===== src/rtl/glsel_pkg.sv =====
// Shared widths, codes and types of the greedy level-of-detail step selector.
package glsel_pkg;

    localparam int COORD_W   = 16;  // view-space coordinate, signed 8.8
    localparam int RATE_W    = 10;  // frame rate and threshold
    localparam int IDX_OUT_W = 10;  // reported model index
    localparam int LVL_W     = 3;   // stored detail level
    localparam int SQ_W      = 31;  // one squared coordinate, at most 2^30
    localparam int DIST_W    = 32;  // sum of three squares
    localparam int Q_DEPTH   = 4;   // entries between front and back

    localparam logic [RATE_W-1:0] THR_RESET = 10'd32;

    // Command codes of an input transaction
    localparam logic CMD_RESTART = 1'b1;

    // Per-item flags set by the front end
    typedef struct packed {
        logic cmd;       // restart transaction
        logic last;      // final model of the frame
        logic mode;      // 1 = lowering frame
        logic in_range;  // index below the model count
    } t_item_flags;

    // Queue entry apart from the model index
    typedef struct packed {
        t_item_flags             flags;
        logic [DIST_W-1:0]       dist_sq;
    } t_q_meta;

    typedef enum logic {
        BK_CLEAR,
        BK_RUN
    } t_bk_state;

endpackage


===== src/rtl/glsel_if.sv =====
// Valid/ready channel interfaces for model items and selection results.
interface glsel_in_if import glsel_pkg::*; ();
    logic                       valid;
    logic                       ready;
    logic                       cmd;
    logic signed [COORD_W-1:0]  view_x;
    logic signed [COORD_W-1:0]  view_y;
    logic signed [COORD_W-1:0]  view_z;
    logic [RATE_W-1:0]          frame_rate;
    logic                       last_model;

    modport source (output valid, cmd, view_x, view_y, view_z, frame_rate, last_model,
                    input ready);
    modport sink   (input valid, cmd, view_x, view_y, view_z, frame_rate, last_model,
                    output ready);
endinterface



===== src/rtl/glsel_front.sv =====
// Front end: accepts items, numbers models, latches the frame mode, squares coordinates.
module glsel_front import glsel_pkg::*; #(
    parameter int MAX_MODELS = 1024
) (
    input  logic                    i_clk,
    input  logic                    i_rst_n,
    glsel_in_if.sink                i_in,
    input  logic                    i_cfg_we,
    input  logic [RATE_W-1:0]       i_cfg_wdata,
    input  logic                    i_hold,
    input  logic                    i_full,
    output logic                    o_push,
    output t_q_meta                 o_meta,
    output logic [((MAX_MODELS > 1) ? $clog2(MAX_MODELS) : 1)-1:0] o_idx
);

    localparam int IW    = (MAX_MODELS > 1) ? $clog2(MAX_MODELS) : 1;
    localparam int CNT_W = $clog2(MAX_MODELS + 1);

    logic [RATE_W-1:0]          r_thr;
    logic [CNT_W-1:0]           r_cnt;
    logic [CNT_W-1:0]           n_cnt;
    logic                       r_mode;
    logic                       n_mode;
    logic                       r_f_v;
    t_item_flags                r_flags;
    t_item_flags                n_flags;
    logic [IW-1:0]              r_idx;
    logic [SQ_W-1:0]            r_sq_x;
    logic [SQ_W-1:0]            r_sq_y;
    logic [SQ_W-1:0]            r_sq_z;
    logic signed [2*COORD_W-1:0] prod_x;
    logic signed [2*COORD_W-1:0] prod_y;
    logic signed [2*COORD_W-1:0] prod_z;
    logic                       accept;
    logic                       in_range;

    // Handshake: one holding stage, freed when the queue takes it
    assign i_in.ready = !i_hold && (!r_f_v || !i_full);
    assign accept     = i_in.valid && i_in.ready;
    assign o_push     = r_f_v && !i_full;

    // Squares of the signed coordinates
    assign prod_x = i_in.view_x * i_in.view_x;
    assign prod_y = i_in.view_y * i_in.view_y;
    assign prod_z = i_in.view_z * i_in.view_z;

    // Model numbering and mode latch on the frame's first item
    always_comb begin
        in_range         = r_cnt < CNT_W'(MAX_MODELS);
        n_mode           = (r_cnt == '0) ? (i_in.frame_rate < r_thr) : r_mode;
        n_flags.cmd      = (i_in.cmd == CMD_RESTART);
        n_flags.last     = i_in.last_model;
        n_flags.mode     = n_mode;
        n_flags.in_range = in_range;
        if (n_flags.cmd || n_flags.last) begin
            n_cnt = '0;
        end else if (in_range) begin
            n_cnt = r_cnt + 1'b1;
        end else begin
            n_cnt = r_cnt;
        end
    end

    // Control state
    always_ff @(posedge i_clk) begin
        if (!i_rst_n) begin
            r_thr  <= THR_RESET;
            r_cnt  <= '0;
            r_mode <= 1'b0;
            r_f_v  <= 1'b0;
        end else begin
            if (i_cfg_we) begin
                r_thr <= i_cfg_wdata;
            end
            if (accept) begin
                r_cnt <= n_cnt;
                if (!n_flags.cmd) begin
                    r_mode <= n_mode;
                end
            end
            if (accept) begin
                r_f_v <= 1'b1;
            end else if (o_push) begin
                r_f_v <= 1'b0;
            end
        end
    end

    // Item payload
    always_ff @(posedge i_clk) begin
        if (accept) begin
            r_flags <= n_flags;
            r_idx   <= r_cnt[IW-1:0];
            r_sq_x  <= prod_x[SQ_W-1:0];
            r_sq_y  <= prod_y[SQ_W-1:0];
            r_sq_z  <= prod_z[SQ_W-1:0];
        end
    end

    // Squared distance on the way into the queue
    assign o_meta.flags   = r_flags;
    assign o_meta.dist_sq = DIST_W'(r_sq_x) + DIST_W'(r_sq_y) + DIST_W'(r_sq_z);
    assign o_idx          = r_idx;

endmodule


===== src/flat_wrapper.sv =====
// flat-port wrapper written by rule: the top's interface ports become plain ports
module glsel_front_flat import glsel_pkg::*;
#(
    parameter int MAX_MODELS = 1024
)
  (i_clk, i_rst_n, i_cfg_we, i_cfg_wdata, i_hold, i_full, o_push, o_meta, o_idx, i_in_valid, i_in_cmd, i_in_view_x, i_in_view_y, i_in_view_z, i_in_frame_rate, i_in_last_model, i_in_ready);
  glsel_in_if i_in_i ();
  input  logic i_clk;
  input  logic i_rst_n;
  input  logic i_cfg_we;
  input  logic [RATE_W-1:0] i_cfg_wdata;
  input  logic i_hold;
  input  logic i_full;
  output logic o_push;
  output t_q_meta o_meta;
  output logic [((MAX_MODELS > 1) ? $clog2(MAX_MODELS) : 1)-1:0] o_idx;
  input wire logic [$bits(i_in_i.valid)-1:0] i_in_valid;
  input wire logic [$bits(i_in_i.cmd)-1:0] i_in_cmd;
  input wire logic [$bits(i_in_i.view_x)-1:0] i_in_view_x;
  input wire logic [$bits(i_in_i.view_y)-1:0] i_in_view_y;
  input wire logic [$bits(i_in_i.view_z)-1:0] i_in_view_z;
  input wire logic [$bits(i_in_i.frame_rate)-1:0] i_in_frame_rate;
  input wire logic [$bits(i_in_i.last_model)-1:0] i_in_last_model;
  output wire logic [$bits(i_in_i.ready)-1:0] i_in_ready;
  assign i_in_i.valid = i_in_valid;
  assign i_in_i.cmd = i_in_cmd;
  assign i_in_i.view_x = i_in_view_x;
  assign i_in_i.view_y = i_in_view_y;
  assign i_in_i.view_z = i_in_view_z;
  assign i_in_i.frame_rate = i_in_frame_rate;
  assign i_in_i.last_model = i_in_last_model;
  assign i_in_ready = i_in_i.ready;
  glsel_front #(.MAX_MODELS(MAX_MODELS)) u_core (.i_clk(i_clk), .i_rst_n(i_rst_n), .i_in(i_in_i), .i_cfg_we(i_cfg_we), .i_cfg_wdata(i_cfg_wdata), .i_hold(i_hold), .i_full(i_full), .o_push(o_push), .o_meta(o_meta), .o_idx(o_idx));
endmodule

===== config.mk =====
export PLATFORM = sky130hd
export DESIGN_NAME = glsel_front_flat
export DESIGN_NICKNAME = d
export VERILOG_FILES = /design/src/rtl/glsel_pkg.sv /design/src/rtl/glsel_if.sv /design/src/rtl/glsel_front.sv /design/src/flat_wrapper.sv
export SDC_FILE = /design/constraint.sdc
export NUM_CORES = 2
export LEC_CHECK = 0
export BUFFER_PORTS_ARGS = -buffer_cell sky130_fd_sc_hd__buf_2
export CAP_MARGIN = 25
export CORE_ASPECT_RATIO = 0.6
export CORE_UTILIZATION = 65
export DETAILED_ROUTE_END_ITERATION = 16
export HOLD_SLACK_MARGIN = 0.06
export PLACE_DENSITY = 0.87
export SLEW_MARGIN = 20
export SYNTH_ARGS = -nofsm -noshare
export SYNTH_HDL_FRONTEND = slang
export SYNTH_SLANG_ARGS = --single-unit

===== constraint.sdc =====
create_clock -name i_clk -period 17.2 [get_ports i_clk]
set_clock_uncertainty 0.1 [all_clocks]
set_input_delay 2.58 -clock i_clk [delete_from_list [all_inputs] [get_ports i_clk]]
set_output_delay 2.58 -clock i_clk [all_outputs]
set_load 0.03 [all_outputs]

==> run metrics <==
status finished clean; DR vias 22851; Seq cells post-synth 127; worst hold path type flip-flop to flip-flop; worst slew pin tran 0.719 ns; fin worst setup slack 7.97 ns; HPWL Detailed 63600 um; asr flop ratio synth 0; DRT iter0 DRCs 2187; die area 50900 um^2; Clock Latency Late Sink 0.42 ns; Yosys cell types 66; Post-synth top flop edfxtp_1; Worst Path Class, Setup primary input to flip-flop; WL/cell 18.4 um; Synth Instances 3367; Tmin final 9.23 ns; Post-CTS Setup Bufs 0; cell area after synthesis 32500 um^2; Die X-Extent 291 um; Die Y 175 um; unrepaired setup endpoints after global routing no; Initial Util 0.658; drt pass-1 iters 6; first-pass GRT wire length 125000 um; Slew Limit Headroom 0.518; CTS clk-pin slew, worst paths 0.06 ns; Final TNS setup 0 ns; initial antenna violation count 3; DR vias/cell 5.56; Antenna Nets Post-Route 0; cell taking the most area after synthesis fa_1; worst slack at placement 7.65 ns; critical path capture point type flip-flop; CP startpoint kind primary input; simple-gate area share of the yosys netlist 0.0917; grt ovf 0; total CTS buffers 17; Crit Path Max Fanout 17; post-synthesis compound-gate area fraction 0.0649; adder-cell area share of the yosys netlist 0.558; Total Routed Length 75600 um; final period utilization 0.536; hold-fix buffers at CTS 0; CTS tree yes; Final nets 4537; # port buffers 123; post-synthesis sequential area ratio 0.110; total track usage 0.313; crit path DAT 9.30 ns; final setup vio count 0; final hold violation count 0; area share of xor/xnor cells in the synthesized design 0.0456; post-synthesis mux area share 0.00412; Layout fillers 3513; Synth top cells by count inv_1 (1002), fa_1 (718), ha_1 (300), nand2_1 (257), nor2_1 (157); clock sink count 127; row count 63; H-tree depth 4; GP Congestion 1.00; core area 49300 um^2; synth warn 0; Root Buffer clkbuf_16; area grow syn2layout 5.51%; required time worst endpoint 17.27 ns; vias in the first global route 24128; most frequent cell after synthesis inv_1; fmax 108 MHz; syn avg cell area 9.64 um^2; CTS Buffer Depth 2; Post-synth EDFFs 104; share of cells above drive strength 1 0.0541; largest net degree at the start of global routing 87; synth top area cells fa_1 (44%), inv_1 (12%), ha_1 (12%), edfxtp_1 (9.6%), xnor2_1 (3.3%); Ports 124; Yosys top cell area share 0.443; Pins Over Slew Limit 0; combinational family with the most area after synthesis adder cells; max cap viols 0; DR DRC count 0; Resized cells post-CTS 0
-- flip-flops by register name, summed over array words and instances, names as in the netlist --
signal and flops:
u_core.r_sq_y 30, u_core.r_thr 10, u_core.r_f_v 1, u_core.r_mode 1, u_core.r_sq_x 30, u_core.o_meta 4
u_core.r_sq_z 30, u_core.o_idx 10, u_core.r_cnt 11
-- path summary, 6_finish.rpt --
| path | from | end | slack, ns | cells after the start |
|---|---|---|---|---|
| setup / recovery | i_in_view_x[15] | u_core.r_sq_x[29] | 7.97 | 21 |
| hold / removal | u_core.r_f_v | u_core.r_f_v | 0.39 | 2 |
| setup reg to reg | u_core.r_f_v | u_core.r_sq_y[24] | 14.88 | 5 |
| hold reg to reg | u_core.r_f_v | u_core.r_f_v | 0.39 | 2 |
-- stage by stage --
step	util	instance area, um^2	hold slack (ns)	std cells
2_1_floorplan	-	32500	0.337	3369
3_3_place_gp	0.682	33600	0.355	4073
3_5_place_dp	0.682	33600	0.376	4073
4_1_cts	0.694	34200	0.384	4105
5_1_grt	0.694	34200	0.410	4109
6_report	0.694	34200	0.387	4109
-- routing by layer --
metal | part of all wire | track usage
met5 | 0.00074 | 0.00844
met1 | 0.43 | 0.467
met4 | 0.020 | 0.0664
met2 | 0.43 | 0.458
met3 | 0.12 | 0.0887
-- critical path: stages --
cell and delay [ns]:
buf_2 0.22, inv_1 0.48, nor2_1 0.18, fa_1 0.71, inv_1 0.11, fa_1 0.65
inv_1 0.19, fa_1 0.51, fa_1 0.52, fa_1 0.50, inv_1 0.05, fa_1 0.47
inv_1 0.04, ha_1 0.31, or2_2 0.32, o31a_1 0.12, a31oi_1 0.24, o21ai_0 0.11
a41oi_1 0.25, o21ai_0 0.23, o311ai_0 0.49
-- cells in the final DEF, fill, tap and decap left out, types with 14 or more instances in the layout --
cell type / synthesis / routed
dfxtp_1: 23 / 23
nor3_1: 18 / 18
nor2b_1: 17 / 17
and2_1: 98 / 98
ha_1: 300 / 300
inv_1: 1002 / 1001
a21oi_1: 96 / 96
buf_2: 0 / 123
edfxtp_1: 104 / 104
fa_1: 718 / 718
o21a_1: 20 / 20
and3_1: 14 / 14
clkbuf_16: 0 / 17
a21o_1: 57 / 57
nand2b_1: 22 / 22
xnor2_1: 121 / 121
o21ai_0: 44 / 44
nor2_1: 157 / 157
nand2_1: 257 / 257
xor2_1: 48 / 48
nand3_1: 19 / 19
-- kinds of logic (layout without fill, tap and decap cells) --
| kind of cell | count (synthesis) | count (layout) |
|---|---|---|
| compound gates | 316 | 316 |
| xor+xnor | 169 | 169 |
| fa+ha+maj | 1018 | 1018 |
| buf+inv | 1078 | 1165 |
| flops | 127 | 127 |
| mux | 13 | 13 |
| other cells | 1 | 6 |
| simple gates | 645 | 645 |
-- layout make-up --
| cell class | instances | area, um^2 | share of cell area |
|---|---|---|---|
| antenna | 3 | 7.51 | 0.000219 |
| clock buffer | 19 | 433 | 0.0126 |
| clock inverter | 13 | 146 | 0.00427 |
| inverter | 1008 | 3790 | 0.111 |
| multi-input combinational | 2164 | 24800 | 0.725 |
| sequential | 127 | 3580 | 0.105 |
| tap | 650 | 813 | 0.0237 |
| timing repair buffer | 125 | 643 | 0.0188 |
Power is not shown: default switching activity piles up to over one toggle a cycle in this logic, so the estimate is an artifact.
