===== config.mk =====
export PLATFORM = sky130hd
export DESIGN_NAME = glsel_fifo
export DESIGN_NICKNAME = d
export VERILOG_FILES = /design/src/rtl/glsel_fifo.sv
export SDC_FILE = /design/constraint.sdc
export NUM_CORES = 1
export LEC_CHECK = 0
export ABC_AREA = 1
export ABC_CLOCK_PERIOD_IN_PS = 1950
export BUFFER_PORTS_ARGS = -buffer_cell sky130_fd_sc_hd__buf_2
export CAP_MARGIN = 20
export CORE_MARGIN = 2
export CORE_UTILIZATION = 55
export CTS_CLUSTER_DIAMETER = 120
export DETAILED_ROUTE_END_ITERATION = 6
export GPL_TIMING_DRIVEN = 0
export PLACE_DENSITY = 0.77
export SLEW_MARGIN = 20
export SYNTH_ARGS = -nofsm -noshare
export SYNTH_HDL_FRONTEND = slang
export SYNTH_SLANG_ARGS = --single-unit
export TNS_END_PERCENT = 100

===== constraint.sdc =====
create_clock -name i_clk -period 1.95 [get_ports i_clk]
set_clock_uncertainty 0.15 [all_clocks]
set_input_delay 0.2925 -clock i_clk [delete_from_list [all_inputs] [get_ports i_clk]]
set_output_delay 0.2925 -clock i_clk [all_outputs]
set_load 0.01 [all_outputs]

===== src/rtl/glsel_fifo.sv =====
// Small first-in first-out queue between the front end and the back end.
module glsel_fifo #(
    parameter int W     = 8,
    parameter int DEPTH = 4
) (
    input  logic            i_clk,
    input  logic            i_rst_n,
    input  logic            i_push,
    input  logic [W-1:0]    i_data,
    input  logic            i_pop,
    output logic [W-1:0]    o_data,
    output logic            o_empty,
    output logic            o_full
);

    localparam int PW = (DEPTH > 1) ? $clog2(DEPTH) : 1;
    localparam int CW = $clog2(DEPTH + 1);

    logic [W-1:0]   r_mem [DEPTH];
    logic [PW-1:0]  r_wr;
    logic [PW-1:0]  r_rd;
    logic [CW-1:0]  r_cnt;

    assign o_empty = (r_cnt == '0);
    assign o_full  = (r_cnt == CW'(DEPTH));
    assign o_data  = r_mem[r_rd];

    // Pointers and fill count
    always_ff @(posedge i_clk) begin
        if (!i_rst_n) begin
            r_wr  <= '0;
            r_rd  <= '0;
            r_cnt <= '0;
        end else begin
            if (i_push) begin
                r_wr <= (r_wr == PW'(DEPTH - 1)) ? '0 : r_wr + 1'b1;
            end
            if (i_pop) begin
                r_rd <= (r_rd == PW'(DEPTH - 1)) ? '0 : r_rd + 1'b1;
            end
            if (i_push && !i_pop) begin
                r_cnt <= r_cnt + 1'b1;
            end else if (i_pop && !i_push) begin
                r_cnt <= r_cnt - 1'b1;
            end
        end
    end

    // Entry storage
    always_ff @(posedge i_clk) begin
        if (i_push) begin
            r_mem[r_wr] <= i_data;
        end
    end

endmodule


==> results of run 1 <==
[critical path, cell delays in order (launching register included)]
cell and delay [ns]:
dfxtp_2 0.38, inv_2 0.13, buf_6 0.17, nor2_2 0.04
o22ai_1 0.18, buf_2 0.16
[stage by stage]
| step | cell area (um2) | hold slack [ns] | total power [W] | util (%) |
|---|---|---|---|---|
| 6_report | 1880 | 0.0160 | 0.00168 | 66.9 |
| 5_1_grt | 1880 | 0.00546 | 0.00175 | 66.9 |
| 4_1_cts | 1870 | 0.000234 | 0.00169 | 66.5 |
| 2_1_floorplan | 1650 | 0.241 | 0.00117 | - |
| 3_3_place_gp | 1800 | 0.351 | 0.00125 | 64.0 |
| 3_5_place_dp | 1800 | 0.364 | 0.00127 | 64.0 |
[area by class of cell]
type | instances | area (um2) | area share (%)
well taps | 31 | 38.8 | 2.07
flip-flops and latches | 41 | 1140 | 60.9
plain buffers | 2 | 22.5 | 1.20
clock buffers | 8 | 58.8 | 3.14
multi-input cells | 76 | 428 | 22.8
inverters | 16 | 60.1 | 3.20
repair buffers | 23 | 125 | 6.67
[cell families after synthesis]
family	count (synthesis)	synth area share, %
AO/OA/AOI/OAI	30	10.2
XOR/XNOR	1	0.530
adder cells (fa/ha/maj)	7	5.76
buffers and inverters	18	5.00
flip-flops	41	69.1
AND/OR/NAND/NOR	38	9.47
[layer usage]
layer | vias up | track usage, % | share of wire, %
met5 | - | 0 | 0
met1 | 543 | 22.2 | 40
li1 | 535 | - | -
met4 | 0 | 8.77 | 1.8
met3 | 8 | 5.05 | 5.4
met2 | 24 | 32.4 | 52
[cells in the final DEF, fill, tap and decap left out, drive strengths merged]
| master | synthesis | layout |
|---|---|---|
| o22ai | 8 | 8 |
| ha | 6 | 6 |
| xor2 | 1 | 1 |
| edfxtp | 32 | 32 |
| buf | 2 | 23 |
| a21oi | 3 | 3 |
| dfxtp | 9 | 9 |
| clkbuf | 0 | 8 |
| nor2 | 24 | 24 |
| nor3 | 4 | 4 |
| fa | 1 | 1 |
| o21ai | 19 | 19 |
| nand3 | 1 | 1 |
| nand2 | 8 | 8 |
| dlygate4sd3 | 0 | 2 |
| inv | 16 | 16 |
| nand4 | 1 | 1 |
[sequential cells by signal (all words and copies together) (netlist names), named ones only]
name,flops
r_rd,2
r_cnt,3
r_mem,32
r_wr,2
[report_power, final]
part | total (W) | internal (W) | switching [W]
Combinational | 0.000228 | 0.0000909 | 0.000138
Clock | 0.000427 | 0.000178 | 0.000249
Sequential | 0.00102 | 0.000991 | 0.0000326
Total | 0.00168 | 0.00126 | 0.000419
[worst paths after layout]
kind	startpoint	endpoint	slack, ns	cells after the start
worst max-delay path	register	o_data[4]	0.09	5
worst min-delay path	i_data[2]	r_mem[1][2]	0.02	1
worst max register to register	r_wr[0]	r_mem[0][5]	0.48	4
worst min register to register	r_wr[1]	r_wr[1]	0.40	2
[what timing repair did]
| action | 4_1_cts | 5_1_grt |
|---|---|---|
| pin swaps | 0 | 0 |
| setup endpoints to repair | 2 | 6 |
| buffers inserted | 0 | 0 |
| hold endpoints to repair | 4 | 4 |
| gates resized for setup | 1 | 1 |
| hold buffers | 1 | 1 |
==> reports/results.txt, run 1 <==
Initial Utilization: 58.9%
first-pass GRT wire length: 4650 um
leading area contributor after synthesis: edfxtp_1
sequential area share after synthesis: 69.1%
top_reg_cell synth: edfxtp_1
antenna cell count: 0
Post-Route WL: 3040 um
DR vias/cell: 5.63
DIE WIDTH: 58.8 um
critical path peak fanout: 10
CTS Buf Count: 5
die footprint: 0.00346 mm2
GRT overflow: 0
fin crit share: 95.2%
initial antenna violation count: 0
# clock sinks: 41
Detail Placement HPWL: 2070 um
Slew Viols, Final: 0
Synth Net Count: 154
Max Cap Viol: 0
Synth Warn #: 0
PD cells: 895 mW/mm2
minimum clock period: 1.86 ns
status: finished with violations
placed insts: 187
I/O pins: 22
DRT Pass-1 Iters: 6
top cells by area, synth: edfxtp_1 (58%), dfxtp_1 (11%), nor2_1 (5.0%)
final setup fails: 0
LEAKAGE: 0.764 nW
clk root buf: clkbuf_4
DRT iter0 DRCs: 48
critical path class: register to output port
gr usage total: 18.9%
CTS tree: done
Gate Count Post-Synth: 135
post-route ant nets: 0
failing checks: DRC
average size of a mapped cell: 12.2 um2
worst hold path type: primary input to register
final hold vios: 0
vias post-DR: 1110
clock slew at reported path FFs: 0.11 ns
TNS Setup: 0 ns
Non-Filler Instances: 197
startpoint type of the worst setup path: register
CP required: 1.51 ns
share of Yosys cell area claimed by the top area cell type: 58.2%
Post-synth ARST share: 0%
Post-synth EDFFs: 32
vias in the first global route: 1087
worst-skew pair later-pin latency: 0.34 ns
CP Data Arrival Time: 1.41 ns
Place WS: 0.220 ns
worst vdd ir: 0.564 mV
Port Buf Inserts: 21
worst-margin pin slew: 0.395 ns
Fmax achieved: 539 MHz
H-tree levels: 2
FF+latch count, synth: 41
most common cell in the netlist: edfxtp_1
Rows: 19
crit end category: output port
Synth cell types: 19
CORE AREA: 0.00281 mm2
FILL cells: 228
Synth top cells by count: edfxtp_1 (32), nor2_1 (22), inv_1 (15), o21ai_0 (15), dfxtp_1 (9)
synthesized cell area: 0.00165 mm2
Rel. slew slack: 73.7%
routability cong.: 0.737
Clock Path Buffers: 2
DRC violations left: 1
Area Overhead vs Synth: 13.6%
fin nets: 184
RSZ-0062 raised after global routing: false
Die Ht: 58.8 um
worst setup margin: 0.0930 ns
largest net degree at the start of global routing: 13
WL per Instance: 15.4 um
share of layout cells above drive strength 1: 21.7%
Note: power is estimated with default switching activity, not from simulation.
==> run 2: changes to the inputs <==
- BUFFER_PORTS_ARGS: -buffer_cell sky130_fd_sc_hd__buf_2 -> not set
- CORE_UTILIZATION: 55 -> 50
- DONT_BUFFER_PORTS: not set -> 1
- PLACE_DENSITY: 0.77 -> not set
- PLACE_DENSITY_LB_ADDON: not set -> 0.25
==> run 2 against run 1 <==
  * The flow now finishes without violations
  * Global-route usage shrank 1.6 points
  * Clock power shrank 11%
  * Hold slack gained 0.025 ns
  * Die area grew 9.3%
  * Sequential cell count is the same
  * Core utilization shrank 6.6 points
  * Final cell count is the same
==> reports/results.txt, run 2 (synthesized netlist as in run 1, its figures left out) <==
status: complete, no violations (was finished with violations)
CTS tree: done (unchanged)
startpoint type of the worst setup path: register (unchanged)
clock slew at reported path FFs: 0.12 ns (was 0.11 ns)
fin crit share: 93.3% (was 95.2%)
CP required: 1.51 ns (about the same)
minimum clock period: 1.82 ns (was 1.86 ns)
Place WS: 0.370 ns (was 0.220 ns)
CORE AREA: 0.00310 mm2 (was 0.00281 mm2)
DRT iter0 DRCs: 62 (was 48)
die footprint: 0.00378 mm2 (was 0.00346 mm2)
routability cong.: 0.773 (was 0.737)
Rel. slew slack: 75.0% (was 73.7%)
GRT overflow: 0 (unchanged)
I/O pins: 22 (unchanged)
Clock Path Buffers: 2 (unchanged)
DIE WIDTH: 61.5 um (was 58.8 um)
Top Registers: r_mem x32, r_cnt x3 (unchanged)
DRT Pass-1 Iters: 4 (was 6)
Area Overhead vs Synth: 13.3% (was 13.6%)
DR vias/cell: 5.14 (was 5.63)
Rows: 20 (was 19)
Slew Viols, Final: 0 (unchanged)
critical path class: register to output port (unchanged)
max reg flops: 32 (unchanged)
Die Ht: 61.5 um (was 58.8 um)
Detail Placement HPWL: 1890 um (was 2070 um)
final setup fails: 0 (unchanged)
LEAKAGE: 0.716 nW (was 0.764 nW)
worst-margin pin slew: 0.375 ns (was 0.395 ns)
Non-Filler Instances: 197 (unchanged)
RSZ-0062 raised after global routing: false (unchanged)
fin nets: 171 (was 184)
Largest Register: r_mem (unchanged)
share of layout cells above drive strength 1: 11.1% (was 21.7%)
largest net degree at the start of global routing: 13 (unchanged)
Post-Route WL: 2850 um (was 3040 um)
gr usage total: 17.3% (was 18.9%)
worst hold path type: primary input to register (unchanged)
# clock sinks: 41 (unchanged)
Total Power: 0.00160 W (was 0.00168 W)
worst-skew pair later-pin latency: 0.34 ns (about the same)
Max Cap Viol: 0 (unchanged)
final hold vios: 0 (unchanged)
WL per Instance: 14.5 um (was 15.4 um)
Fmax achieved: 550 MHz (was 539 MHz)
DRC violations left: 0 (was 1)
CTS Buf Count: 5 (unchanged)
post-route ant nets: 0 (unchanged)
vias in the first global route: 976 (was 1087)
commonest cells after routing, fill and taps aside: edfxtp_1 (32), nor2_1 (22), o21ai_0 (15), inv_1 (14), dlygate4sd3_1 (10) (was edfxtp_1 (32), nor2_1 (22), buf_2 (21), o21ai_0 (15), inv_1 (14))
TNS Setup: 0 ns (unchanged)
Port Buf Inserts: 0 (was 21)
worst setup margin: 0.131 ns (was 0.0930 ns)
CP Data Arrival Time: 1.38 ns (was 1.41 ns)
H-tree levels: 2 (unchanged)
initial antenna violation count: 0 (unchanged)
antenna cell count: 0 (unchanged)
post-CTS setup buffer count: 0 (unchanged)
worst vdd ir: 0.502 mV (was 0.564 mV)
clk root buf: clkbuf_4 (unchanged)
commonest non-fill, non-tap cell in the layout: edfxtp_1 (unchanged)
crit end category: output port (unchanged)
PD cells: 858 mW/mm2 (was 895 mW/mm2)
critical path peak fanout: 10 (unchanged)
Initial Utilization: 53.2% (was 58.9%)
final design utilization: 60.3% (was 66.9%)
vias post-DR: 1012 (was 1110)
first-pass GRT wire length: 4460 um (was 4650 um)
placed insts: 179 (was 187)
-- run 2: cell types whose count changed in the layout (fill, tap and decap cells not counted), sizes merged --
cell | before | now
buf | 23 | 2
dlygate4sd3 | 2 | 10
clkbuf | 8 | 5
clkinv | 0 | 3
-- run 2: layout make-up --
type,count,area [um2]
Timing Repair Buffer,10,100
Sequential cell,41,1140
Clock inverter,3,12.5
Clock buffer,5,37.5
Multi-Input combinational cell,76,440
Fill cell,265,1230
Tap cell,44,55.1
Buffer,2,22.5
Inverter,16,60.1
-- run 2: per-layer routing --
metal  part of all wire (%)  vias up  routed length, um  global-route usage (%)
li1                       -      503                  -                       -
met2                     48       33               1370                    27.4
met5                      0        -                  0                       0
met1                     43      468               1230                    20.9
met3                    5.8        8                165                    4.83
met4                    3.1        0                 88                    11.2
-- run 2: final timing paths --
kind | depth (start not counted) | startpoint | slack (ns) | end
max | 4 | register | 0.13 | o_data[2]
min | 2 | i_pop | 0.04 | r_rd[1]
max reg2reg | 3 | r_wr[0] | 0.51 | r_mem[3][7]
min reg2reg | 2 | r_wr[1] | 0.39 | r_wr[1]
-- run 2: per-stage QoR --
stage               cell area [um2]  hold WS, ns
finish                         1870       0.0408
global route                   1870       0.0591
CTS                            1860       0.0275
detailed placement             1710        0.242
global placement               1710        0.242
floorplan                      1650        0.241
-- run 2: critical path: stages, from the launching register on --
cell and delay [ns]:
dfxtp_2 0.38, inv_2 0.14, buf_6 0.18, nor2_1 0.05, o22ai_1 0.29
-- run 2: where the power goes --
| group | internal [W] | switching (W) |
|---|---|---|
| logic | 0.0000749 | 0.000128 |
| registers | 0.000991 | 0.0000313 |
| clock network | 0.000131 | 0.000250 |
-- run 2: timing repair --
item,in CTS,in global routing
hold buffers,10,0
endpoints found under the hold margin,41,0
resized for setup,0,4
endpoints found under the setup margin,0,6
