<file path="src/rtl/glsel_pkg.sv">
// Shared widths, codes and types of the greedy level-of-detail step selector.
package glsel_pkg;

    localparam int COORD_W   = 16;  // view-space coordinate, signed 8.8
    localparam int RATE_W    = 10;  // frame rate and threshold
    localparam int IDX_OUT_W = 10;  // reported model index
    localparam int LVL_W     = 3;   // stored detail level
    localparam int SQ_W      = 31;  // one squared coordinate, at most 2^30
    localparam int DIST_W    = 32;  // sum of three squares
    localparam int Q_DEPTH   = 4;   // entries between front and back

    localparam logic [RATE_W-1:0] THR_RESET = 10'd32;

    // Command codes of an input transaction
    localparam logic CMD_RESTART = 1'b1;

    // Per-item flags set by the front end
    typedef struct packed {
        logic cmd;       // restart transaction
        logic last;      // final model of the frame
        logic mode;      // 1 = lowering frame
        logic in_range;  // index below the model count
    } t_item_flags;

    // Queue entry apart from the model index
    typedef struct packed {
        t_item_flags             flags;
        logic [DIST_W-1:0]       dist_sq;
    } t_q_meta;

    typedef enum logic {
        BK_CLEAR,
        BK_RUN
    } t_bk_state;

endpackage

</file>
<file path="src/rtl/glsel_if.sv">


interface glsel_out_if import glsel_pkg::*; ();
    logic                   valid;
    logic                   ready;
    logic [IDX_OUT_W-1:0]   chosen_index;
    logic [LVL_W-1:0]       new_level;
    logic                   raised;
    logic                   none_eligible;

    modport source (output valid, chosen_index, new_level, raised, none_eligible,
                    input ready);
    modport sink   (input valid, chosen_index, new_level, raised, none_eligible,
                    output ready);
endinterface

</file>
<file path="src/rtl/glsel_back.sv">
// Back end: level store, cost compare, recent window, level update and result register.
module glsel_back import glsel_pkg::*; #(
    parameter int MAX_MODELS   = 1024,
    parameter int TOP_LEVEL    = 4,
    parameter int WINDOW_DEPTH = 5
) (
    input  logic                    i_clk,
    input  logic                    i_rst_n,
    input  logic                    i_empty,
    input  t_q_meta                 i_head_meta,
    input  logic [((MAX_MODELS > 1) ? $clog2(MAX_MODELS) : 1)-1:0] i_head_idx,
    output logic                    o_pop,
    output logic                    o_clearing,
    glsel_out_if.source             o_out
);

    localparam int IW     = (MAX_MODELS > 1) ? $clog2(MAX_MODELS) : 1;
    localparam int COST_W = DIST_W + 2 * TOP_LEVEL;

    // Level store and sweep
    logic [LVL_W-1:0]   r_mem [MAX_MODELS];
    logic [LVL_W-1:0]   r_rd_lvl;
    t_bk_state          r_state;
    t_bk_state          n_state;
    logic [IW-1:0]      r_clr_addr;
    logic               clr_done;
    logic               clearing;
    logic               running;

    // Pipeline
    logic               r_b2_v;
    t_q_meta            r_b2_meta;
    logic [IW-1:0]      r_b2_idx;
    logic               r_b3_v;
    t_item_flags        r_b3_flags;
    logic [IW-1:0]      r_b3_idx;
    logic [LVL_W-1:0]   r_b3_lvl;
    logic [COST_W-1:0]  r_b3_cost;
    logic               r_b3_cand;
    logic [COST_W-1:0]  b2_cost;
    logic               b2_lvl_ok;
    logic               hazard;
    logic               adv;

    // Running best and window
    logic [COST_W-1:0]  r_best_cost;
    logic [IW-1:0]      r_best_idx;
    logic [LVL_W-1:0]   r_best_lvl;
    logic               r_best_found;
    logic               r_win_v   [WINDOW_DEPTH];
    logic [IW-1:0]      r_win_idx [WINDOW_DEPTH];
    logic               in_win;
    logic               better;
    logic               take;
    logic [IW-1:0]      nb_idx;
    logic [LVL_W-1:0]   nb_lvl;
    logic               nb_found;
    logic               restart;
    logic               finish;
    logic               wr_we;
    logic [LVL_W-1:0]   wr_lvl;
    logic [IW+IDX_OUT_W-1:0] idx_ext;

    // Result register
    logic               r_o_v;
    logic [IDX_OUT_W-1:0] r_o_idx;
    logic [LVL_W-1:0]   r_o_lvl;
    logic               r_o_raised;
    logic               r_o_none;
    logic               out_free;

    // Sweep state: next state
    always_comb begin
        n_state = r_state;
        case (r_state)
            BK_CLEAR: if (clr_done) begin
                n_state = BK_RUN;
            end
            BK_RUN: if (restart) begin
                n_state = BK_CLEAR;
            end
            default: n_state = BK_CLEAR;
        endcase
    end

    // Sweep state: outputs
    always_comb begin
        case (r_state)
            BK_CLEAR: begin
                clearing = 1'b1;
                running  = 1'b0;
            end
            BK_RUN: begin
                clearing = 1'b0;
                running  = 1'b1;
            end
            default: begin
                clearing = 1'b1;
                running  = 1'b0;
            end
        endcase
    end

    assign clr_done   = (r_clr_addr == IW'(MAX_MODELS - 1));
    assign o_clearing = clearing;

    always_ff @(posedge i_clk) begin
        if (!i_rst_n) begin
            r_state    <= BK_CLEAR;
            r_clr_addr <= '0;
        end else begin
            r_state <= n_state;
            if (clearing) begin
                r_clr_addr <= clr_done ? '0 : r_clr_addr + 1'b1;
            end
        end
    end

    // Pop control: a frame end or restart drains before the next item reads the store
    assign out_free = !r_o_v || o_out.ready;
    assign adv      = !(r_b3_v && r_b3_flags.last && !r_b3_flags.cmd && !out_free);
    assign hazard   = (r_b2_v && (r_b2_meta.flags.last || r_b2_meta.flags.cmd)) ||
                      (r_b3_v && (r_b3_flags.last || r_b3_flags.cmd));
    assign o_pop    = running && !i_empty && adv && !hazard;

    // Level store: sweep write, update write, registered read
    always_ff @(posedge i_clk) begin
        if (clearing) begin
            r_mem[r_clr_addr] <= '0;
        end else if (wr_we) begin
            r_mem[nb_idx] <= wr_lvl;
        end
        if (o_pop) begin
            r_rd_lvl <= r_mem[i_head_idx];
        end
    end

    // Stage 2: eligibility by level and cost
    always_comb begin
        b2_lvl_ok = r_b2_meta.flags.mode ? (r_rd_lvl != '0)
                                         : (r_rd_lvl < LVL_W'(TOP_LEVEL));
        b2_cost   = COST_W'(r_b2_meta.dist_sq) << {r_rd_lvl, 1'b0};
    end

    always_ff @(posedge i_clk) begin
        if (!i_rst_n) begin
            r_b2_v <= 1'b0;
            r_b3_v <= 1'b0;
        end else if (adv) begin
            r_b2_v <= o_pop;
            r_b3_v <= r_b2_v;
        end
    end

    always_ff @(posedge i_clk) begin
        if (adv) begin
            r_b2_meta  <= i_head_meta;
            r_b2_idx   <= i_head_idx;
            r_b3_flags <= r_b2_meta.flags;
            r_b3_idx   <= r_b2_idx;
            r_b3_lvl   <= r_rd_lvl;
            r_b3_cost  <= b2_cost;
            r_b3_cand  <= r_b2_meta.flags.in_range && b2_lvl_ok;
        end
    end

    // Stage 3: window match, compare with best, frame end
    always_comb begin
        in_win = 1'b0;
        for (int k = 0; k < WINDOW_DEPTH; k++) begin
            if (r_win_v[k] && (r_win_idx[k] == r_b3_idx)) begin
                in_win = 1'b1;
            end
        end
        better   = r_b3_flags.mode ? (r_b3_cost > r_best_cost) : (r_b3_cost < r_best_cost);
        take     = r_b3_v && !r_b3_flags.cmd && r_b3_cand && !in_win &&
                   (!r_best_found || better);
        nb_idx   = take ? r_b3_idx : r_best_idx;
        nb_lvl   = take ? r_b3_lvl : r_best_lvl;
        nb_found = r_best_found || take;
        restart  = r_b3_v && r_b3_flags.cmd;
        finish   = r_b3_v && r_b3_flags.last && !r_b3_flags.cmd && out_free;
        wr_we    = finish && nb_found;
        wr_lvl   = r_b3_flags.mode ? nb_lvl - 1'b1 : nb_lvl + 1'b1;
        idx_ext  = {{IDX_OUT_W{1'b0}}, nb_idx};
    end

    // Running best of the frame
    always_ff @(posedge i_clk) begin
        if (!i_rst_n) begin
            r_best_found <= 1'b0;
        end else if (adv && r_b3_v) begin
            if (r_b3_flags.cmd || r_b3_flags.last) begin
                r_best_found <= 1'b0;
            end else if (take) begin
                r_best_found <= 1'b1;
            end
        end
    end

    always_ff @(posedge i_clk) begin
        if (adv && take) begin
            r_best_cost <= r_b3_cost;
            r_best_idx  <= r_b3_idx;
            r_best_lvl  <= r_b3_lvl;
        end
    end

    // Recent window: newest at the top end
    always_ff @(posedge i_clk) begin
        if (!i_rst_n || restart) begin
            for (int k = 0; k < WINDOW_DEPTH; k++) begin
                r_win_v[k] <= 1'b0;
            end
        end else if (wr_we) begin
            for (int k = 0; k < WINDOW_DEPTH - 1; k++) begin
                r_win_v[k] <= r_win_v[k + 1];
            end
            r_win_v[WINDOW_DEPTH - 1] <= 1'b1;
        end
    end

    always_ff @(posedge i_clk) begin
        if (wr_we) begin
            for (int k = 0; k < WINDOW_DEPTH - 1; k++) begin
                r_win_idx[k] <= r_win_idx[k + 1];
            end
            r_win_idx[WINDOW_DEPTH - 1] <= nb_idx;
        end
    end

    // Result register
    always_ff @(posedge i_clk) begin
        if (!i_rst_n) begin
            r_o_v <= 1'b0;
        end else if (finish) begin
            r_o_v <= 1'b1;
        end else if (o_out.ready) begin
            r_o_v <= 1'b0;
        end
    end

    always_ff @(posedge i_clk) begin
        if (finish) begin
            r_o_idx    <= nb_found ? idx_ext[IDX_OUT_W-1:0] : '0;
            r_o_lvl    <= nb_found ? wr_lvl : '0;
            r_o_raised <= nb_found && !r_b3_flags.mode;
            r_o_none   <= !nb_found;
        end
    end

    assign o_out.valid         = r_o_v;
    assign o_out.chosen_index  = r_o_idx;
    assign o_out.new_level     = r_o_lvl;
    assign o_out.raised        = r_o_raised;
    assign o_out.none_eligible = r_o_none;

    // Checks
    a_no_pop_in_sweep: assert property (@(posedge i_clk) disable iff (!i_rst_n)
        clearing |-> !o_pop)
        else $error("item taken from queue during level store sweep");

    a_level_in_range: assert property (@(posedge i_clk) disable iff (!i_rst_n)
        wr_we |-> (wr_lvl <= LVL_W'(TOP_LEVEL)))
        else $error("level update leaves the legal range");

    a_window_newest: assert property (@(posedge i_clk) disable iff (!i_rst_n)
        wr_we |=> (r_win_v[WINDOW_DEPTH - 1] &&
                   (r_win_idx[WINDOW_DEPTH - 1] == $past(nb_idx))))
        else $error("chosen model missing from recent window");

    a_sweep_complete: assert property (@(posedge i_clk) disable iff (!i_rst_n)
        $fell(clearing) |-> ($past(r_clr_addr) == IW'(MAX_MODELS - 1)))
        else $error("level store sweep ended early");

endmodule

</file>
<file path="src/flat_wrapper.sv">
// flat-port wrapper written by rule: the top's interface ports become plain ports
module glsel_back_flat import glsel_pkg::*;
#(
    parameter int MAX_MODELS   = 1024,
    parameter int TOP_LEVEL    = 4,
    parameter int WINDOW_DEPTH = 5
)
  (i_clk, i_rst_n, i_empty, i_head_meta, i_head_idx, o_pop, o_clearing, o_out_valid, o_out_chosen_index, o_out_new_level, o_out_raised, o_out_none_eligible, o_out_ready);
  glsel_out_if o_out_i ();
  input  logic i_clk;
  input  logic i_rst_n;
  input  logic i_empty;
  input  t_q_meta i_head_meta;
  input  logic [((MAX_MODELS > 1) ? $clog2(MAX_MODELS) : 1)-1:0] i_head_idx;
  output logic o_pop;
  output logic o_clearing;
  output wire logic [$bits(o_out_i.valid)-1:0] o_out_valid;
  output wire logic [$bits(o_out_i.chosen_index)-1:0] o_out_chosen_index;
  output wire logic [$bits(o_out_i.new_level)-1:0] o_out_new_level;
  output wire logic [$bits(o_out_i.raised)-1:0] o_out_raised;
  output wire logic [$bits(o_out_i.none_eligible)-1:0] o_out_none_eligible;
  input wire logic [$bits(o_out_i.ready)-1:0] o_out_ready;
  assign o_out_valid = o_out_i.valid;
  assign o_out_chosen_index = o_out_i.chosen_index;
  assign o_out_new_level = o_out_i.new_level;
  assign o_out_raised = o_out_i.raised;
  assign o_out_none_eligible = o_out_i.none_eligible;
  assign o_out_i.ready = o_out_ready;
  glsel_back #(.MAX_MODELS(MAX_MODELS), .TOP_LEVEL(TOP_LEVEL), .WINDOW_DEPTH(WINDOW_DEPTH)) u_core (.i_clk(i_clk), .i_rst_n(i_rst_n), .i_empty(i_empty), .i_head_meta(i_head_meta), .i_head_idx(i_head_idx), .o_pop(o_pop), .o_clearing(o_clearing), .o_out(o_out_i));
endmodule
</file>
<file path="config.mk">
export PLATFORM = sky130hd
export DESIGN_NAME = glsel_back_flat
export DESIGN_NICKNAME = d
export VERILOG_FILES = /design/src/rtl/glsel_pkg.sv /design/src/rtl/glsel_if.sv /design/src/rtl/glsel_back.sv /design/src/flat_wrapper.sv
export SDC_FILE = /design/constraint.sdc
export NUM_CORES = 2
export LEC_CHECK = 0
export BUFFER_PORTS_ARGS = -buffer_cell sky130_fd_sc_hd__buf_2
export CORE_UTILIZATION = 23
export DETAILED_ROUTE_END_ITERATION = 10
export MAX_ROUTING_LAYER = met4
export PLACE_DENSITY_LB_ADDON = 0.25
export REMOVE_ABC_BUFFERS = 1
export SLEW_MARGIN = 20
export SYNTH_ARGS = -nofsm -noshare
export SYNTH_HDL_FRONTEND = slang
export SYNTH_SLANG_ARGS = --single-unit
</file>
<file path="constraint.sdc">
create_clock -name i_clk -period 32.7 [get_ports i_clk]
set_input_delay 1.635 -clock i_clk [delete_from_list [all_inputs] [get_ports i_clk]]
set_output_delay 1.635 -clock i_clk [all_outputs]
set_load 0.005 [all_outputs]
</file>
==> run summary <==
Die X -> 781 um
count of cell types in the netlist -> 59
via/cell ratio -> 4.59
synth warn -> 0
later-pin clock latency in the skew report -> 960 ps
Period minus WS final -> 7920 ps
hold_buf cts -> 0
port bufs -> 67
Mapped Avg Cell Area -> 20.9 sq um
CTS resizes -> 0
CP cell instances -> ha_1 > a21oi_1 > nand2_1 > a221oi_1 > o311ai_2 > a21oi_2 > mux2_4 > nor2_1 > mux2_2 > inv_1 > fa_1 > nor2_4 > buf_4 > buf_12 > buf_4 > buf_12
Max-slew headroom -> 0.239
Worst path max stage delay -> 830 ps
Sw Pwr -> 1910 uW
crit-path leading delay family -> buffers and inverters
largest net degree at the start of global routing -> 195
CP arrival -> 8500 ps
EDFF count, synth -> 3301
total CTS buffers -> 359
Nets -> 6632
Lkg Pwr -> 0.0512 uW
Synth top area share -> 0.710
initial core utilization -> 0.231
Detail Placement HPWL -> 198000 um
Die Span Y -> 781 um
power share of the clock group -> 0.449
status -> complete, no violations
DRC errors left -> 0
depth of the CTS H-tree -> 5
Mapped Area -> 140000 sq um
max cap viols -> 0
worst-path maximum fanout -> 186
final antenna-violating net count -> 0
slowest CP cell -> buf_4
Post-Route Utilization -> 0.264
Mapped Cells -> 6674
combinational share of power -> 0.033
predominant post-synthesis flop cell -> edfxtp_1
sw frac -> 0.214
area delta synth->final -> 14.2%
Overflow after GRT -> 0
Synth area leader -> edfxtp_1
Clk pin slew, worst setup/hold paths -> 60 ps
Multi-input gate area -> 36500 sq um
Crit path buffers/inverters -> 5
total power -> 8920 uW
Setup Buffers After CTS -> 0
#FFs+latches synth -> 3316
DR WL/cell -> 24.2 um
Initial DRC Count -> 5260
Rows -> 285
Root Driver -> clkbuf_16
Global Route Usage Sum -> 0.118
CP Launch Type -> register
final setup TNS -> 0 ps
placed insts -> 14200
CTS tree -> built
RSZ-0062 raised after global routing -> false
drt first pass iters -> 7
initial antenna violation count -> 9
worst-case vdd ir drop -> 0.0452 mV
pre-CTS setup slack -> 23800 ps
DR vias -> 68200
CP Data Required Time -> 33280 ps
vias in the first global route -> 73000
fillers -> 60000
Worst-Margin Slew -> 1140 ps
Crit Path Class -> reg -> reg
Clock Sinks -> 3316
Flop pwr share -> 0.518
die area -> 610000 sq um
Tightest Hold Check Type -> reg -> reg
fin cells -> 14900
first-pass GRT wire length -> 533000 um
Final Skew -> 47.1 ps
Setup WS post-layout -> 24780 ps
register area -> 99400 sq um
synth top area cells -> edfxtp_1, mux4_2, nor4_2
Final Slew Violations -> 0
layout cells sized above 1 -> 0.342
critical path capture point type -> register
CTS Buffer Depth -> 4
final hold vios -> 0
register area share after synthesis -> 0.712
Final setup viols -> 0
final wirelength -> 360000 um
Top Ports -> 68
Post-synth ARST share -> 0
Tcrit/Tclk final -> 0.242
fmax -> 126 MHz
gp weighted congestion -> 0.753
PwrDens -> 55.9 nW/um^2
Int Power -> 7010 uW
core area -> 603000 sq um
## flip-flops by register name, summed over array words and instances, names as in the netlist, 10 cells and up
| register | count |
|---|---|
| u_core.r_clr_addr | 10 |
| u_core.r_b3_idx | 10 |
| u_core.r_best_cost | 40 |
| u_core.r_win_idx | 50 |
| u_core.r_b3_cost | 40 |
| u_core.r_b2_idx | 10 |
| u_core.r_best_idx | 10 |
| u_core.o_out.chosen_index | 10 |
| u_core.r_mem | 3072 |
| u_core.r_b2_meta | 36 |
## layer usage
metal	vias to the layer above	GRT usage	wire [um]	share of wire
met5	-	-	0	0
li1	28500	-	-	-
met2	1807	0.189	173000	0.48
met1	37400	0.160	162000	0.45
met4	0	0.0265	7730	0.021
met3	512	0.0164	16300	0.045
## cells in the mapped netlist (all sizes together) (8+ instances only)
library cell and count:
edfxtp 3301, inv 54, o21ai 48, a211oi 8
nand4 18, or3 9, nor3 16, nor2 51
ha 41, dfxtp 15, a21oi 39, mux2i 29
xor2 17, mux2 30, clkbuf 243, buf 474
nor4 1031, mux4 1021, o21a 8, nand3 26
o211ai 10, xnor2 43, and2 10, nand2 64
nor2b 11, nand2b 10
## worst paths after layout
| path | start | to | slack, ps | cells after the start |
|---|---|---|---|---|
| max | u_core.r_b3_cost[38] | u_core.r_mem[920][1] | 24780 | 16 |
| min | u_core.r_b2_idx[1] | u_core.r_b3_idx[1] | 410 | 0 |
| min reg2reg | u_core.r_b2_idx[1] | u_core.r_b3_idx[1] | 410 | 0 |
| max reg2reg | u_core.r_b3_cost[38] | u_core.r_mem[920][1] | 24780 | 16 |
## cells in the final DEF, fill, tap and decap left out, drive strengths merged, types with 16 or more instances in the layout
cell         n
edfxtp    3301
nor4      1031
mux4      1021
clkbuf     434
buf        222
clkinv     153
inv         71
nand2       64
nor2        51
o21ai       48
xnor2       43
ha          41
a21oi       39
bufinv      32
mux2        30
mux2i       29
nand3       26
nand4       18
xor2        17
clkinvlp    17
nor3        16
## metrics by stage
step / cell area [sq um] / hold slack (ps)
5_1_grt: 159000 / 421
4_1_cts: 159000 / 417
3_5_place_dp: 148000 / 405
3_3_place_gp: 148000 / 401
2_1_floorplan: 136000 / 400
6_report: 159000 / 413
## kinds of logic after synthesis
family,count (synthesis),share of synthesized area
AO/OA/AOI/OAI,149,0.00679
XOR/XNOR,60,0.00376
adder cells (fa/ha/maj),42,0.00382
buffers and inverters,772,0.0275
flip-flops,3316,0.712
multiplexers,1080,0.169
AND/OR/NAND/NOR,1255,0.0765
## worst reg2reg max path, cell delays in order, from the launching register on
cell	delay (ps)
edfxtp_1	400
ha_1	340
a21oi_1	160
nand2_1	70
a221oi_1	540
o311ai_2	220
a21oi_2	290
mux2_4	400
nor2_1	790
mux2_2	480
inv_1	100
fa_1	460
nor2_4	130
buf_4	600
buf_12	660
buf_4	1000
buf_12	570
## power by group through the flow
stage / clock network, uW / registers, uW / logic (uW)
final: 4000 / 4620 / 297
after global routing: 4240 / 4620 / 314
after CTS: 4100 / 4620 / 306
after detailed placement: 0 / 4710 / 306
after global placement: 0 / 4710 / 305
after floorplan: 0 / 4700 / 119
## final cells by class
type / instances / share of cell area
inverters: 55 / 0.00131
flip-flops and latches: 3316 / 0.624
well taps: 8036 / 0.0631
repair buffers: 222 / 0.0112
diodes: 9 / 0.000141
multi-input cells: 2586 / 0.229
clock buffers: 434 / 0.0593
clock inverters: 218 / 0.0123
(Power assumes the default switching activity.)
